--- src/hdl/tlcf_pkg.sv ---
`default_nettype none
// ----------------------------------------------------------------------------
// tlcf_pkg: shared types and constants of the two-link contact force block
// Holds the fixed-point angle constants, the CORDIC arctangent table, the
// payload structs that travel down the cell chains and the register codes.
// ----------------------------------------------------------------------------
package tlcf_pkg;

   // Angle constants in Q16 radians.
   localparam logic signed [20:0] PI_Q16      = 21'sd205887;
   localparam logic signed [20:0] NEG_PI_Q16  = -21'sd205887;
   localparam logic signed [20:0] TWO_PI_Q16  = 21'sd411774;
   localparam logic signed [20:0] HALF_PI_Q16 = 21'sd102944;
   localparam logic signed [20:0] NEG_HALF_PI_Q16 = -21'sd102944;

   // CORDIC start vector, gain compensated, Q30.
   localparam logic signed [32:0] CORDIC_GAIN_Q30 = 33'sd652032874;
   localparam int CORDIC_STEPS = 16;
   localparam int DIV_STEPS    = 32;

   // Force magnitude limits.
   localparam logic [31:0] MAG_POS_MAX = 32'h7FFF_FFFF;
   localparam logic [31:0] MAG_NEG_MAX = 32'h8000_0000;

   // Configuration register indexes.
   typedef enum logic [2:0] {
      CSR_PROXIMAL_LENGTH = 3'd0,
      CSR_DISTAL_LENGTH   = 3'd1,
      CSR_SURFACE_EXTENT  = 3'd2,
      CSR_STIFFNESS       = 3'd3,
      CSR_FRICTION_COEFF  = 3'd4,
      CSR_SURFACE_MODE    = 3'd5
   } csr_index_type;

   localparam logic [7:0] SURFACE_FLAT = 8'd1;

   // One CORDIC lane: vector, residual angle and the half-turn flip flag.
   typedef struct packed {
      logic signed [32:0] x;
      logic signed [32:0] y;
      logic signed [20:0] z;
      logic               flip;
   } lane_type;

   typedef struct packed {
      logic [31:0] sec;
      logic [29:0] nsec;
   } stamp_type;

   typedef struct packed {
      stamp_type          stamp;
      logic signed [23:0] bx;
      logic signed [23:0] by;
   } cordic_side_type;

   // Control flags that ride along the divider chain.
   typedef struct packed {
      logic contact;
      logic neg;
      logic pzero;
      logic czero;
      logic ovf;
   } div_ctl_type;

   // Restoring divider working set.
   typedef struct packed {
      logic [31:0] rem;
      logic [31:0] dvs;
      logic [31:0] num;
      logic [31:0] quo;
   } div_type;

   // Arctangent of 2^-idx in Q16.
   function automatic logic signed [20:0] atan_q16(input int idx);
      logic signed [20:0] v;
      case (idx)
         0:  v = 21'sd51472;
         1:  v = 21'sd30386;
         2:  v = 21'sd16055;
         3:  v = 21'sd8150;
         4:  v = 21'sd4091;
         5:  v = 21'sd2047;
         6:  v = 21'sd1024;
         7:  v = 21'sd512;
         8:  v = 21'sd256;
         9:  v = 21'sd128;
         10: v = 21'sd64;
         11: v = 21'sd32;
         12: v = 21'sd16;
         13: v = 21'sd8;
         14: v = 21'sd4;
         15: v = 21'sd2;
         default: v = 21'sd0;
      endcase
      return v;
   endfunction

   // Scale a Q3.13 angle sum to Q16, wrap it into one turn and fold it into
   // the right half plane; the flip flag negates the results later.
   function automatic lane_type prep_angle(input logic signed [16:0] sum);
      logic signed [20:0] a;
      logic signed [20:0] z;
      lane_type l;
      a = {sum[16], sum, 3'b000};
      if (a > PI_Q16) begin
         z = a - TWO_PI_Q16;
      end else if (a < NEG_PI_Q16) begin
         z = a + TWO_PI_Q16;
      end else begin
         z = a;
      end
      l.flip = 1'b0;
      if (z > HALF_PI_Q16) begin
         z = z - PI_Q16;
         l.flip = 1'b1;
      end else if (z < NEG_HALF_PI_Q16) begin
         z = z + PI_Q16;
         l.flip = 1'b1;
      end
      l.x = CORDIC_GAIN_Q30;
      l.y = 33'sd0;
      l.z = z;
      return l;
   endfunction

endpackage
`default_nettype wire

--- src/hdl/tlcf_div_cell.sv ---
`default_nettype none
// ----------------------------------------------------------------------------
// tlcf_div_cell: one quotient bit of the restoring divider chain
// Shifts in one dividend bit, subtracts the divisor when it fits and passes
// the partial remainder and quotient on to the next cell.
// ----------------------------------------------------------------------------
module tlcf_div_cell (
   input  wire                     clock,
   input  wire                     reset,
   input  wire                     in_valid,
   input  tlcf_pkg::div_type       in_div,
   input  tlcf_pkg::div_ctl_type   in_ctl,
   input  tlcf_pkg::stamp_type     in_stamp,
   input  wire                     room_in,
   output logic                    room_out,
   output logic                    out_valid,
   output tlcf_pkg::div_type       out_div,
   output tlcf_pkg::div_ctl_type   out_ctl,
   output tlcf_pkg::stamp_type     out_stamp
);

   logic                   valid_ff;
   tlcf_pkg::div_type      div_ff, div_in;
   tlcf_pkg::div_ctl_type  ctl_ff;
   tlcf_pkg::stamp_type    stamp_ff;
   logic [33:0]            rem2;
   logic [33:0]            diff;

   // Trial subtraction; the partial remainder stays below a nonzero divisor.
   always_comb begin
      rem2   = {1'b0, in_div.rem, in_div.num[31]};
      diff   = rem2 - {2'b00, in_div.dvs};
      div_in = in_div;
      div_in.num = {in_div.num[30:0], 1'b0};
      if (!diff[33]) begin
         div_in.rem = diff[31:0];
         div_in.quo = {in_div.quo[30:0], 1'b1};
      end else begin
         div_in.rem = rem2[31:0];
         div_in.quo = {in_div.quo[30:0], 1'b0};
      end
   end

   assign room_out = !valid_ff || room_in;

   always_ff @(posedge clock) begin
      if (reset) begin
         valid_ff <= 1'b0;
      end else if (room_out) begin
         valid_ff <= in_valid;
      end
   end

   always_ff @(posedge clock) begin
      if (room_out) begin
         div_ff   <= div_in;
         ctl_ff   <= in_ctl;
         stamp_ff <= in_stamp;
      end
   end

   assign out_valid = valid_ff;
   assign out_div   = div_ff;
   assign out_ctl   = ctl_ff;
   assign out_stamp = stamp_ff;

endmodule
`default_nettype wire

--- config.mk ---
export PLATFORM = sky130hd
export DESIGN_NAME = tlcf_div_cell
export DESIGN_NICKNAME = d
export VERILOG_FILES = /design/src/hdl/tlcf_pkg.sv /design/src/hdl/tlcf_div_cell.sv
export SDC_FILE = /design/constraint.sdc
export NUM_CORES = 1
export LEC_CHECK = 0
export ABC_AREA = 1
export ABC_CLOCK_PERIOD_IN_PS = 6480
export BUFFER_PORTS_ARGS = -buffer_cell sky130_fd_sc_hd__buf_4
export CORE_AREA = 2 2 153 155
export DETAILED_ROUTE_END_ITERATION = 8
export DIE_AREA = 0 0 155 157
export PLACE_DENSITY = 0.82
export SYNTH_ARGS = -nofsm -noshare
export SYNTH_HDL_FRONTEND = slang
export SYNTH_SLANG_ARGS = --single-unit
--- constraint.sdc ---
create_clock -name clock -period 6.48 [get_ports clock]
set_input_delay 1.296 -clock clock [delete_from_list [all_inputs] [get_ports clock]]
set_output_delay 1.296 -clock clock [all_outputs]
set_load 0.02 [all_outputs]
; ---- Yosys cells after proc, flatten, opt, wreduce, memory -nomap -nowiden
; Cells that the tools add are included.
[totals]
regBits = 195
in_bits = 199
out_inout_bits = 197
word_cells = 17
[classes]
addsub = 1
n_mux = 2
n_reduce_logical = 2
[ops]
columns = operator, count
row1 = 33-bit by 32-bit subtractor with 34-bit output, 1
row2 = 32-bit two-way mux, 1
row3 = 1-bit zero test, 1
row4 = 1-bit logical OR, 1
row5 = 1-bit two-way mux, 1

; ---- Depth between registers and ports, before layout
[logic_depth]
depth_word = 2
mapped_depth = 15
ltp_nobuf = 15

; ---- Least setup slack after synthesis
; No wires, ideal clock.
[synth_path]
kind = input to output
start = input port room_in
end = output port room_out
t_arrival_ns = 5.548
required_time_ns = 5.184
setup_slack_ns = -0.364
cell_stages = 2
path_buffers = 0
cell_sequence = inv_1 -> nand2_1
[synth_between]
elab_chain_len = 1
[synth_lines]
columns = element, line_no
row1 = "start, declared", tlcf_div_cell.sv:14  ; input wire room_in,
row2 = 1-bit logical OR, tlcf_div_cell.sv:44  ; assign room_out = !valid_ff || room_in;
row3 = "end, declared", tlcf_div_cell.sv:15  ; output logic room_out,
; Every way passes these cells.

==> impl_metrics.ini <==
[global_route]
grtUsageTotal = 0.248
grt-ovfl-total = 0
antenna_found_initial = 9
grt_pass1_vias = 7255
grt_pass1_wl_um = 43800
grt_start_max_net_pins = 78

[layout]
fillers = 1923
areaGrowthSynthToFinish_pct = 43.2
multiInputGateArea_um2 = 2550
final_common_cell = buf_4
drive_above_1_share = 0.364
stdcell_area_um2 = 12900
nets = 1476
mostFrequentLayoutCells = buf_4 (395), nand2_1 (264), edfxtp_1 (194), inv_1 (144), nand3_1 (58)
seq_area_um2 = 5850

[yosys]
ys_warn_count = 0
syn-instance-count = 840
synth-edff-count = 194
ys_seq_area_frac = 0.649
syn_area_um2 = 9010
syn_nets = 1072
synth_top_area_frac = 0.647
yosys_register_bits = 195
yosysTopAreaCell = edfxtp_1
avgSynthCellArea_um2 = 10.7
ys_top_cells_by_area = edfxtp_1 (65%), nand2_1 (11%), inv_1 (6.0%)
synth.distinct_cells = 32
synthArstFlopShare = 0
synth_flop_cell = edfxtp_1

[setup_path]
reg2reg_depth = 2
slowest_delay_ns = 0.69
reg2reg_slack_ns = 4.34
r2r-start = out_valid
crit_top_cell = nand2_1
reg2reg_to = out_stamp[54]
worstPathArrival_ns = 3.83
cp.depth = 13
start_kind = input port
crit_family = simple AND/OR/NAND/NOR gates
crit_fanout = 34
crit_required_ns = 6.68
worstSetupEndpointType = flip-flop
crit_path_cell_trace = buf_4 > inv_1 > ha_1 > nand2_1 > inv_1 > nand2_1 > nand2_1 > a21oi_2 > nor2_1 > nor2_4 > nand2_8 > nand3_2 > nand2_1
crit_slowest_cell = nor2_4
path_buf_inv = 3
worstSetupPathType = input port to flip-flop

[timing]
tightestPinTransition_ns = 0.955
hold_viol = 0
worst_slack_ns = 2.85
period_needed_ns = 3.63
rsz0062_at_grt = no
holdWs_ns = 0.971
tns_ns = 0
max_freq_mhz = 276
slew_headroom = 0.364
setup_violations = 0
finalMaxSlewViolations = 0
fin_crit_sh = 0.560
finClkSkew_ns = 0.0162

[detailed_routing]
drt_iter0_markers = 674
postRouteAntennaNets = 0
wl_per_cell_um = 20.2
wl_um = 31300
drc_errors = 0
dr.pass1.iters = 5
vias = 7482
drt-vias-per-instance = 4.84

[die]
die_height_um = 157
core_area_um2 = 22500
num_rows = 55
initial_core_util = 0.400
dieArea_um2 = 24300
fp.dieW_um = 155
pin_count = 396

[hold_path]
min_path_cells = 2
hold_class = flip-flop to flip-flop
min_to = out_valid
worstHoldStart = out_valid

[cts]
clk_latency_ns = 0.44
postCtsSetupRepairBufs = 0
cts_max_level = 4
clk_path_buf_depth = 2
ctsHoldBuffers = 0
cts_tree = built
path_clk_slew_ns = 0.09
post_cts_resized = 0
root_buffer = clkbuf_16
cts_sinks = 195
cts_buffers = 17

[placement]
dp_slack_ns = 2.45
place_hpwl_um = 24800
gp_congestion = 0.911
io_buffers = 393
dpl_cell_area_um2 = 12300

[outcome]
outcome = completed

[job]
maxCapViolCount = 0

[power]
p_leak_uw = 0.00636
peakVddDrop_mv = 0.185
power_density_nw_per_um2 = 264
registers in the layout, summed over array words and instances (netlist names):
signal	flops
out_div	127
out_ctl	5
out_valid	1
out_stamp	62
Yosys cell counts, types with 2 or more instances:
| library cell | n |
|---|---|
| nand2_1 | 265 |
| edfxtp_1 | 194 |
| inv_1 | 144 |
| nand3_1 | 58 |
| nor2_1 | 40 |
| ha_1 | 32 |
| a21oi_1 | 19 |
| xor2_1 | 15 |
| nand3_2 | 14 |
| and2_1 | 10 |
| nand4_1 | 7 |
| buf_2 | 5 |
| nand3b_1 | 5 |
| nand2_2 | 4 |
| inv_2 | 3 |
| nor2_2 | 3 |
| nor3_1 | 3 |
| o21bai_1 | 3 |
| buf_4 | 2 |
| buf_6 | 2 |
layout make-up:
class	count	area share
multi-input cells	488	0.197
clock inverters	15	0.0151
repair buffers	395	0.230
well taps	285	0.0276
flip-flops and latches	195	0.453
diodes	5	0.000970
inverters	147	0.0428
clock buffers	17	0.0330
tightest hold or removal path, delay by kind of cell, from the launching register on:
kind | cells | cell delay (ns)
flops | 1 | 0.37
compound gates | 1 | 0.13
simple gates | 1 | 0.40
stage by stage:
stage | total power [uW] | instances | utilization
after detailed placement | 2330 | 1510 | 0.545
final | 3400 | 1547 | 0.573
after CTS | 3430 | 1542 | 0.573
after global routing | 3530 | 1544 | 0.573
after global placement | 2310 | 1510 | 0.545
after floorplan | 1970 | 840 | -
kinds of logic (layout without fill, tap and decap cells):
group | Yosys count | count (layout) | share of synthesized area
AO/OA/AOI/OAI | 24 | 24 | 0.0146
AND/OR/NAND/NOR | 415 | 415 | 0.205
other | 1 | 6 | 0.000416
flip-flops | 195 | 195 | 0.649
adder cells (fa/ha/maj) | 33 | 33 | 0.0467
XOR/XNOR | 15 | 15 | 0.0146
buffers and inverters | 157 | 574 | 0.0704
where the power goes:
part	leakage [uW]	switching (uW)	internal (uW)
combinational	0.00403	447	303
sequential	0.00202	32.9	1520
clock	0.000301	570	534
total	0.00636	1050	2360
worst max path at each step:
stage	from	to	slack (ns)
CTS	in_div[87]	out_div[116]	2.89
floorplan	room_in	room_out	1.48
finish	in_div[87]	out_div[115]	2.85
detailed placement	in_div[87]	out_div[116]	2.45
global placement	in_div[84]	out_div[115]	2.48
global route	in_div[87]	out_div[116]	2.65
metal layers:
metal / global-route usage / part of all wire / vias up
li1: - / - / 3557
met1: 0.286 / 0.37 / 3519
met2: 0.411 / 0.48 / 322
met3: 0.103 / 0.11 / 72
met4: 0.102 / 0.039 / 12
met5: 0 / 0.0027 / -
Power figures use the tool's default switching activity.
