File: src/hdl/tlcf_pkg.sv
`default_nettype none
// ----------------------------------------------------------------------------
// tlcf_pkg: shared types and constants of the two-link contact force block
// Holds the fixed-point angle constants, the CORDIC arctangent table, the
// payload structs that travel down the cell chains and the register codes.
// ----------------------------------------------------------------------------
package tlcf_pkg;

   // Angle constants in Q16 radians.
   localparam logic signed [20:0] PI_Q16      = 21'sd205887;
   localparam logic signed [20:0] NEG_PI_Q16  = -21'sd205887;
   localparam logic signed [20:0] TWO_PI_Q16  = 21'sd411774;
   localparam logic signed [20:0] HALF_PI_Q16 = 21'sd102944;
   localparam logic signed [20:0] NEG_HALF_PI_Q16 = -21'sd102944;

   // CORDIC start vector, gain compensated, Q30.
   localparam logic signed [32:0] CORDIC_GAIN_Q30 = 33'sd652032874;
   localparam int CORDIC_STEPS = 16;
   localparam int DIV_STEPS    = 32;

   // Force magnitude limits.
   localparam logic [31:0] MAG_POS_MAX = 32'h7FFF_FFFF;
   localparam logic [31:0] MAG_NEG_MAX = 32'h8000_0000;

   // Configuration register indexes.
   typedef enum logic [2:0] {
      CSR_PROXIMAL_LENGTH = 3'd0,
      CSR_DISTAL_LENGTH   = 3'd1,
      CSR_SURFACE_EXTENT  = 3'd2,
      CSR_STIFFNESS       = 3'd3,
      CSR_FRICTION_COEFF  = 3'd4,
      CSR_SURFACE_MODE    = 3'd5
   } csr_index_type;

   localparam logic [7:0] SURFACE_FLAT = 8'd1;

   // One CORDIC lane: vector, residual angle and the half-turn flip flag.
   typedef struct packed {
      logic signed [32:0] x;
      logic signed [32:0] y;
      logic signed [20:0] z;
      logic               flip;
   } lane_type;

   typedef struct packed {
      logic [31:0] sec;
      logic [29:0] nsec;
   } stamp_type;

   typedef struct packed {
      stamp_type          stamp;
      logic signed [23:0] bx;
      logic signed [23:0] by;
   } cordic_side_type;

   // Control flags that ride along the divider chain.
   typedef struct packed {
      logic contact;
      logic neg;
      logic pzero;
      logic czero;
      logic ovf;
   } div_ctl_type;

   // Restoring divider working set.
   typedef struct packed {
      logic [31:0] rem;
      logic [31:0] dvs;
      logic [31:0] num;
      logic [31:0] quo;
   } div_type;

   // Arctangent of 2^-idx in Q16.
   function automatic logic signed [20:0] atan_q16(input int idx);
      logic signed [20:0] v;
      case (idx)
         0:  v = 21'sd51472;
         1:  v = 21'sd30386;
         2:  v = 21'sd16055;
         3:  v = 21'sd8150;
         4:  v = 21'sd4091;
         5:  v = 21'sd2047;
         6:  v = 21'sd1024;
         7:  v = 21'sd512;
         8:  v = 21'sd256;
         9:  v = 21'sd128;
         10: v = 21'sd64;
         11: v = 21'sd32;
         12: v = 21'sd16;
         13: v = 21'sd8;
         14: v = 21'sd4;
         15: v = 21'sd2;
         default: v = 21'sd0;
      endcase
      return v;
   endfunction

   // Scale a Q3.13 angle sum to Q16, wrap it into one turn and fold it into
   // the right half plane; the flip flag negates the results later.
   function automatic lane_type prep_angle(input logic signed [16:0] sum);
      logic signed [20:0] a;
      logic signed [20:0] z;
      lane_type l;
      a = {sum[16], sum, 3'b000};
      if (a > PI_Q16) begin
         z = a - TWO_PI_Q16;
      end else if (a < NEG_PI_Q16) begin
         z = a + TWO_PI_Q16;
      end else begin
         z = a;
      end
      l.flip = 1'b0;
      if (z > HALF_PI_Q16) begin
         z = z - PI_Q16;
         l.flip = 1'b1;
      end else if (z < NEG_HALF_PI_Q16) begin
         z = z + PI_Q16;
         l.flip = 1'b1;
      end
      l.x = CORDIC_GAIN_Q30;
      l.y = 33'sd0;
      l.z = z;
      return l;
   endfunction

endpackage
`default_nettype wire

File: src/hdl/tlcf_cordic_cell.sv
`default_nettype none
// ----------------------------------------------------------------------------
// tlcf_cordic_cell: one rotation step of the two-lane CORDIC chain
// Rotates both angle lanes by the arctangent of 2^-IDX and registers them,
// together with the transaction's side data, for the next cell.
// ----------------------------------------------------------------------------
module tlcf_cordic_cell #(
   parameter int IDX = 0
) (
   input  wire                        clock,
   input  wire                        reset,
   input  wire                        in_valid,
   input  tlcf_pkg::lane_type         in_a,
   input  tlcf_pkg::lane_type         in_b,
   input  tlcf_pkg::cordic_side_type  in_side,
   input  wire                        room_in,
   output logic                       room_out,
   output logic                       out_valid,
   output tlcf_pkg::lane_type         out_a,
   output tlcf_pkg::lane_type         out_b,
   output tlcf_pkg::cordic_side_type  out_side
);

   localparam logic signed [20:0] ATAN = tlcf_pkg::atan_q16(IDX);

   logic                       valid_ff;
   tlcf_pkg::lane_type         a_ff, a_in;
   tlcf_pkg::lane_type         b_ff, b_in;
   tlcf_pkg::cordic_side_type  side_ff;

   function automatic tlcf_pkg::lane_type rotate(input tlcf_pkg::lane_type l);
      logic signed [32:0] dx;
      logic signed [32:0] dy;
      tlcf_pkg::lane_type r;
      dx = l.y >>> IDX;
      dy = l.x >>> IDX;
      r  = l;
      if (!l.z[20]) begin
         r.x = l.x - dx;
         r.y = l.y + dy;
         r.z = l.z - ATAN;
      end else begin
         r.x = l.x + dx;
         r.y = l.y - dy;
         r.z = l.z + ATAN;
      end
      return r;
   endfunction

   // Rotation of both lanes.
   always_comb begin
      a_in = rotate(in_a);
      b_in = rotate(in_b);
   end

   // The stage takes new data when it is empty or its content moves on.
   assign room_out = !valid_ff || room_in;

   always_ff @(posedge clock) begin
      if (reset) begin
         valid_ff <= 1'b0;
      end else if (room_out) begin
         valid_ff <= in_valid;
      end
   end

   always_ff @(posedge clock) begin
      if (room_out) begin
         a_ff    <= a_in;
         b_ff    <= b_in;
         side_ff <= in_side;
      end
   end

   assign out_valid = valid_ff;
   assign out_a     = a_ff;
   assign out_b     = b_ff;
   assign out_side  = side_ff;

endmodule
`default_nettype wire

File: config.mk
export PLATFORM = sky130hd
export DESIGN_NAME = tlcf_cordic_cell
export DESIGN_NICKNAME = d
export VERILOG_FILES = /design/src/hdl/tlcf_pkg.sv /design/src/hdl/tlcf_cordic_cell.sv
export SDC_FILE = /design/constraint.sdc
export NUM_CORES = 1
export LEC_CHECK = 0
export BUFFER_PORTS_ARGS = -buffer_cell sky130_fd_sc_hd__buf_4
export CORE_AREA = 4 4 223 225
export CTS_BUF_LIST = sky130_fd_sc_hd__clkbuf_4
export DETAILED_ROUTE_END_ITERATION = 8
export DIE_AREA = 0 0 227 229
export PLACE_DENSITY = 0.79
export SKIP_CTS_REPAIR_TIMING = 1
export SLEW_MARGIN = 20
export SYNTH_ARGS = -nofsm -noshare
export SYNTH_HDL_FRONTEND = slang
export SYNTH_SLANG_ARGS = --single-unit
File: constraint.sdc
create_clock -name clock -period 25.7 [get_ports clock]
set_input_delay 5.14 -clock clock [delete_from_list [all_inputs] [get_ports clock]]
set_output_delay 5.14 -clock clock [all_outputs]
set_load 0.05 [all_outputs]
== Yosys cells after proc, flatten, opt, wreduce, memory -nomap -nowiden ==
Cells that the tools add are included.
Operators by class
  muxes and demuxes: 2
  add/subtract/negate cells: 10
  reduce and logical (&&, ||, !) cells: 2
Operators with widths (count)
  two-way mux 87 bit: 2
  subtractor 33 bit: 4
  adder 33 bit: 2
  adder 21 x 17 -> 21 bit (second input constant): 2
  subtractor 21 x 17 -> 21 bit (second input constant): 2
  logical NOT 1 bit: 1
  logical OR 1 bit: 1
Word-level totals
  bits in registers: 287
  logic and storage cells: 27
  bits of input ports: 290
  output and inout bits: 288

== Depth between registers and ports, before layout ==
Gate-level depths: netlist (run 1).
  depth after elaboration: 2
  depth in mapped cells: 13
  mapped depth without buffers: 12

== Least setup slack after synthesis (run 1) ==
No wires, ideal clock.
  path kind: input -> output
  start: in room_in
  end: out room_out
  stages on the path: 1
  data arrival time: 12.296 ns
  buffers on the path: 0
  data required time: 20.560 ns
  setup slack: 8.264 ns
  cell sequence: nand2b_1
Between the ends
  longest elaborated chain between the ends: 1
RTL lines
  start: declaration: RTL line tlcf_cordic_cell.sv:16  | input wire room_in,
  logical OR 1 bit: RTL line tlcf_cordic_cell.sv:57  | assign room_out = !valid_ff || room_in;
  end: declaration: RTL line tlcf_cordic_cell.sv:17  | output logic room_out,
Every way passes these cells.

== Final worst setup path (run 1) ==
Ends and elaborated chain as after synthesis.

==> out/qor.csv, run 1 <==
stage,metric,value,unit
run_status,status,"complete, no violations",
timing,hold_ws,0.859,ns
critical_path,startpoint_type,input pin,
timing,fin_skew,0.0490,ns
clock_network,cts_max_path_buffers,3,
synthesis,synth_edf_count,284,
worst_hold_path,holdPathEnd,out_valid,
critical_path,timing.rr.end,out_side[54],
routing,wl_per_cell,23.3,um
power_and_ir_drop,p_per_area,68.6,mW/mm2
floorplan,num_rows,80,
cells_and_area,utilization,0.564,
floorplan,die-height,229,um
placement,port-buffer-count,577,
timing,max_freq,0.0904,GHz
critical_path,crit_path_end_kind,primary output,
clock_network,clk_pin_slew_worst_paths,0.06,ns
critical_path,crit_fanout,27,
clock_network,clk-insertion-delay-late,0.87,ns
cells_and_area,multi_input_area,0.0112,mm2
cells_and_area,drive_above_1_share,0.279,
clock_network,root_buffer,clkbuf_4,
timing,hold_viol,0,
clock_network,h-tree-depth,3,
synthesis,synthFlopType,edfxtp_1,
worst_hold_path,hold_class,register to register,
timing,period_needed,11.06,ns
cells_and_area,final_cell_area,0.0268,mm2
critical_path,cp_top_family,simple AND/OR/NAND/NOR gates,
cells_and_area,fillers,4166,
synthesis,synth_nets,2639,
floorplan,core_area,0.0475,mm2
global_routing,grt_pass1_wl,116,mm
synthesis,syn_inst,2119,
critical_path,cpPeakStageDelay,0.40,ns
power_and_ir_drop,leakage,12.2,nW
floorplan,die_area,0.0520,mm2
cells_and_area,areaGrowthSynthToFinish,27.9,%
timing,worst_pin_slew,1.02,ns
run,cap_violations,0,
cells_and_area,regArea,0.00855,mm2
timing,maxSlewViolCount,0,
global_routing,overflow,0,
synthesis,seq_area_frac_synth,0.408,
critical_path,critPathSlowestCell,nand2b_4,
critical_path,cp_data_required_time,20.56,ns
timing,period_share,0.430,
critical_path,path_cells,buf_4 > nand2b_4 > buf_4,
global_routing,grt_max_degree,84,
synthesis,syn_area,0.0210,mm2
timing,grt_setup_unrepaired,false,
critical_path,crit_buf_inv,2,
synthesis,ys_warn_count,0,
routing,num_vias,19300,
clock_network,clock-sinks,285,
synthesis,ys_ff_latch,285,
synthesis,async_flop_share,0,
routing,firstDrtPassIters,7,
global_routing,antenna_found_initial,13,
power_and_ir_drop,ir_drop,0.0000518,V
floorplan,initial_core_util,0.441,
critical_path,r2r_cells,3,
worst_hold_path,whs_path_depth,2,
global_routing,grt_pass1_vias,19200,
placement,post_dp_cell_area,0.0257,mm2
worst_hold_path,worstHoldStart,out_valid,
critical_path,r2r_slack,23.01,ns
timing,setup_viol,0,
placement,dp_hpwl,62.7,mm
routing,finalWirelength,78.9,mm
cells_and_area,design.final.nets,3222,
global_routing,grtUsageTotal,0.290,
critical_path,crit_type,input pin to primary output,
routing,ant_nets,0,
floorplan,ios,578,
synthesis,ys_types,100,
placement,place.gp.congestion,1.00,
critical_path,crit_arrival,5.92,ns
timing,setup_tns,0,ns
critical_path,crit_top_cell,buf_4,
synthesis,avgSynthCellArea,9.89,um2
clock_network,tritoncts,done,
timing,max-slew-margin-rel,0.322,
clock_network,cts_buffers,80,
critical_path,r2r_start,out_valid,
routing,viasPerCell,5.71,
routing,drc,0,
routing,drt_iter0_drc,1626,
floorplan,die_w,227,um
==> per-stage QoR <==
step	power [mW]	setup slack (ns)	cells
finish	1.84	14.64	3384
global route	1.92	14.61	3383
CTS	1.85	14.63	3376
detailed placement	1.40	14.62	3235
global placement	1.40	14.63	3235
floorplan	1.15	8.26	2119
==> final cells by class <==
cell class              instances  share of cell area
clock buffers                 118              0.0330
repair buffers                585               0.164
multi-input cells            1534               0.419
inverters                     216              0.0302
well taps                     615              0.0287
flip-flops and latches        285               0.319
clock inverters                23             0.00565
diodes                          8            0.000747
==> metal layers <==
metal  up-vias  GRT usage  wire length [um]
met3       205     0.0786              7000
li1       8892          -                 -
met1      9269      0.359             31100
met5         -          0                75
met2       946      0.476             37100
met4        14      0.123              3620
==> kinds of logic (layout without fill, tap and decap cells) <==
| family | count (synthesis) | count (layout) | share of synthesized area |
|---|---|---|---|
| other | 0 | 8 | 0 |
| muxes | 32 | 32 | 0.0153 |
| DFF | 285 | 285 | 0.408 |
| xor gates and xnor gates | 153 | 153 | 0.0639 |
| adders and majority gates | 230 | 230 | 0.140 |
| and+or+nand+nor | 467 | 467 | 0.105 |
| buffers and inverters | 300 | 942 | 0.0567 |
| AOI/OAI and AO/OA | 652 | 652 | 0.211 |
==> cell usage after synthesis (all sizes together) (9+ instances only) <==
cell     count  area, um2
edfxtp     284       8530
mux2i       32        320
ha         222       2780
nand2       93        354
clkbuf      48        180
a21oi      215       1100
nand3       34        170
nor2b       23        154
nor3        43        225
o31ai       26        214
inv        210        788
a21o        52        390
o31a        10       87.6
o21bai      43        323
o21a        16        120
o41ai        9       86.3
o211ai       9       82.6
or3         11       68.8
o21ai      127        636
a211o       11       96.3
buf         36        198
a2111oi     11        159
xor2        18        158
and3         9       56.3
xnor2      135       1180
a211oi      21        183
nor2       181        679
a31oi       19        134
nor4        10       68.8
nand4       18        113
nand2b      17        106
==> worst max path at each step <==
stage	from	endpoint	slack (ns)	cells after the start
finish	room_in	room_out	14.64	3
global placement	room_in	room_out	14.63	3
floorplan	room_in	room_out	8.26	1
CTS	room_in	room_out	14.63	3
detailed placement	room_in	room_out	14.62	3
global route	room_in	room_out	14.61	3
==> power breakdown <==
part	total (mW)	internal [mW]	switching [mW]	leakage (nW)
Combinational	0.770	0.240	0.531	8.61
Sequential	0.629	0.603	0.0265	2.95
Clock	0.439	0.223	0.216	0.621
==> registers in the layout (all words and copies together) (netlist names) <==
register / cells
out_b: 87
out_side: 110
out_a: 87
out_valid: 1
==> layout by cell type, fill, tap and decap left out, types with 21 or more instances in the layout <==
master and count:
xnor2_1 135, a21o_1 52, edfxtp_1 284, clkbuf_4 118
nand3_1 34, o21ai_0 112, o31ai_1 24, nor3_1 41
nand2_1 91, nor2_1 181, a21oi_1 208, buf_4 585
mux2i_1 32, o21bai_1 43, inv_1 206, nor2b_1 21
ha_1 222
==> worst reg2reg max path: cells and delay by family, from the launching register on <==
kind / cells / cell delay [ns]
DFF: 1 / 0.33
buffers and inverters: 2 / 1.54
and+or+nand+nor: 1 / 0.36
Note: power is estimated with default switching activity, not from simulation.
==> run 2: changes to the inputs <==
--- a/config.mk
+++ b/config.mk
@@ -10,7 +10,7 @@
 export CTS_BUF_LIST = sky130_fd_sc_hd__clkbuf_4
 export DETAILED_ROUTE_END_ITERATION = 8
 export DIE_AREA = 0 0 227 229
-export PLACE_DENSITY = 0.79
+export PLACE_DENSITY = 0.82
 export SKIP_CTS_REPAIR_TIMING = 1
 export SLEW_MARGIN = 20
 export SYNTH_ARGS = -nofsm -noshare
==> constraint.sdc (replaced) <==
create_clock -name clock -period 9 [get_ports clock]
set_input_delay 1.8 -clock clock [delete_from_list [all_inputs] [get_ports clock]]
set_output_delay 1.8 -clock clock [all_outputs]
set_load 0.05 [all_outputs]
==> run 2 against run 1 <==
Net effect: routed wire length decreased by 1.6%; global-route usage decreased by 0.67 points; first-iteration DRC count increased by 13%; sequential power increased to 2.9 times the previous value; via count increased by 0.75%; total power increased to 2.8 times the previous value; design area decreased by 0.26%; non-clock buffer count decreased by 2; core utilization decreased by 0.14 points; final cell count about the same; combinational power increased to 2.8 times the previous value; flip-flop and latch count unchanged; critical path type is now input pin to register.
==> out/qor.csv, run 2 (synthesized netlist as in run 1, its figures left out) <==
stage,metric,value,unit
floorplan,die_w,227,um
timing,worst_pin_slew,1.03,ns
routing,drc,0,
critical_path,crit_arrival,5.37,ns
floorplan,num_rows,80,
critical_path,crit_type,input pin to register,
timing,fin_ws,4.21,ns
run,cap_violations,0,
cells_and_area,fillers,4228,
cells_and_area,design.final.nets,3221,
clock_network,tritoncts,done,
placement,dp_cells,3233,
routing,wl_per_cell,22.9,um
cells_and_area,drive_above_1_share,0.273,
critical_path,r2r_cells,3,
run_status,status,"complete, no violations",
power_and_ir_drop,leakage,12.1,nW
routing,num_vias,19500,
cells_and_area,areaGrowthSynthToFinish,27.6,%
clock_network,clk_pin_slew_worst_paths,0.07,ns
timing,hold_viol,0,
timing,setup_viol,0,
floorplan,die-height,229,um
cells_and_area,regArea,0.00855,mm2
timing,max_freq,0.209,GHz
cells_and_area,layout_common_cells,"buf_4, edfxtp_1, ha_1, a21oi_1, inv_1",
routing,viasPerCell,5.75,
timing,period_needed,4.79,ns
floorplan,initial_core_util,0.441,
clock_network,h-tree-depth,3,
routing,finalWirelength,77.6,mm
clock_network,cts_buffers,81,
cells_and_area,largest_register_ffs,110,
critical_path,cp_data_required_time,9.59,ns
cells_and_area,multi_input_area,0.0112,mm2
timing,period_share,0.532,
power_and_ir_drop,p_per_area,193,mW/mm2
clock_network,root_buffer,clkbuf_4,
worst_hold_path,whs_path_depth,1,
global_routing,overflow,0,
routing,ant_nets,0,
routing,drt_iter0_drc,1834,
critical_path,crit_path_end_kind,register,
timing,maxSlewViolCount,0,
placement,dp_hpwl,61.8,mm
timing,setup_tns,0,ns
placement,preCtsSetupSlack,3.50,ns
placement,port-buffer-count,577,
cells_and_area,stdcell_count,3387,
global_routing,grtUsageTotal,0.283,
global_routing,grt_pass1_vias,19300,
global_routing,grt_pass1_wl,114,mm
timing,fin_skew,0.0772,ns
timing,max-slew-margin-rel,0.317,
routing,firstDrtPassIters,6,
global_routing,grt_max_degree,86,
critical_path,startpoint_type,input pin,
global_routing,antenna_found_initial,15,
critical_path,crit_fanout,78,
floorplan,die_area,0.0520,mm2
floorplan,core_area,0.0475,mm2
clock_network,clk-insertion-delay-late,0.83,ns
clock_network,cts_max_path_buffers,3,
timing,grt_setup_unrepaired,false,
power_and_ir_drop,ir_drop,0.000142,V
clock_network,clock-sinks,285,
floorplan,ios,578,
cells_and_area,layout_commonest_cell,buf_4,
worst_hold_path,hold_class,register to register,
placement,place.gp.congestion,1.00,
==> run 2: cell count changes in the layout (fill, tap and decap cells not counted) <==
| cell | previous run | this run |
|---|---|---|
| buf_4 | 585 | 583 |
| bufinv_16 | 1 | 0 |
| clkinv_1 | 16 | 34 |
| inv_6 | 4 | 2 |
| a2111oi_1 | 1 | 0 |
| clkinvlp_4 | 1 | 2 |
| clkinv_4 | 0 | 2 |
| a2111oi_0 | 6 | 7 |
| clkbuf_4 | 118 | 105 |
==> run 2: final cells by class <==
cell class / count / area share
multi-input combinational: 1534 / 0.420
sequential: 285 / 0.320
timing repair buffer: 583 / 0.164
inverter: 216 / 0.0303
clock buffer: 105 / 0.0295
tap: 615 / 0.0288
clock inverter: 41 / 0.00735
antenna: 8 / 0.000749
==> run 2: worst max-delay path, cell delays in order <==
cell       delay [ns]
buf_4            0.68
clkinv_1         0.15
buf_4            0.34
ha_1             0.37
a21o_1           0.15
a21oi_1          0.26
o21ai_0          0.17
o2111ai_1        0.17
o21ai_1          0.13
a211o_1          0.32
a41o_1           0.26
o41a_1           0.32
xor2_1           0.15
==> run 2: routing by layer <==
layer | vias up | global-route usage | share of wire | wire length [um]
met5 | - | 0 | 0.0012 | 92
met4 | 14 | 0.114 | 0.044 | 3410
met3 | 198 | 0.0779 | 0.095 | 7380
met2 | 1009 | 0.482 | 0.48 | 37400
met1 | 9354 | 0.338 | 0.38 | 29300
li1 | 8896 | - | - | -
==> run 2: power by group <==
group	switching [mW]	internal [mW]	leakage (nW)	total [mW]
sequential	0.0796	1.72	2.95	1.80
combinational	1.50	0.684	8.60	2.19
clock	0.613	0.557	0.574	1.17
total	2.20	2.96	12.1	5.16
==> run 2: worst paths after layout <==
kind         startpoint             to  slack (ns)
min reg2reg   out_valid      out_a[22]        1.11
max reg2reg   out_valid  out_side[104]        6.17
max            in_a[21]      out_a[20]        4.21
min           out_valid      out_a[22]        1.11
==> run 2: stage by stage <==
stage                     instance area, um2   util  hold slack, ns  total power [mW]
after CTS                              26700  0.562            1.02              5.18
after floorplan                        21000      -            1.87              3.27
after global routing                   26700  0.562            1.04              5.39
after detailed placement               25700  0.541            1.10              3.99
after global placement                 25700  0.541            1.06              3.97
final                                  26700  0.562            1.11              5.16
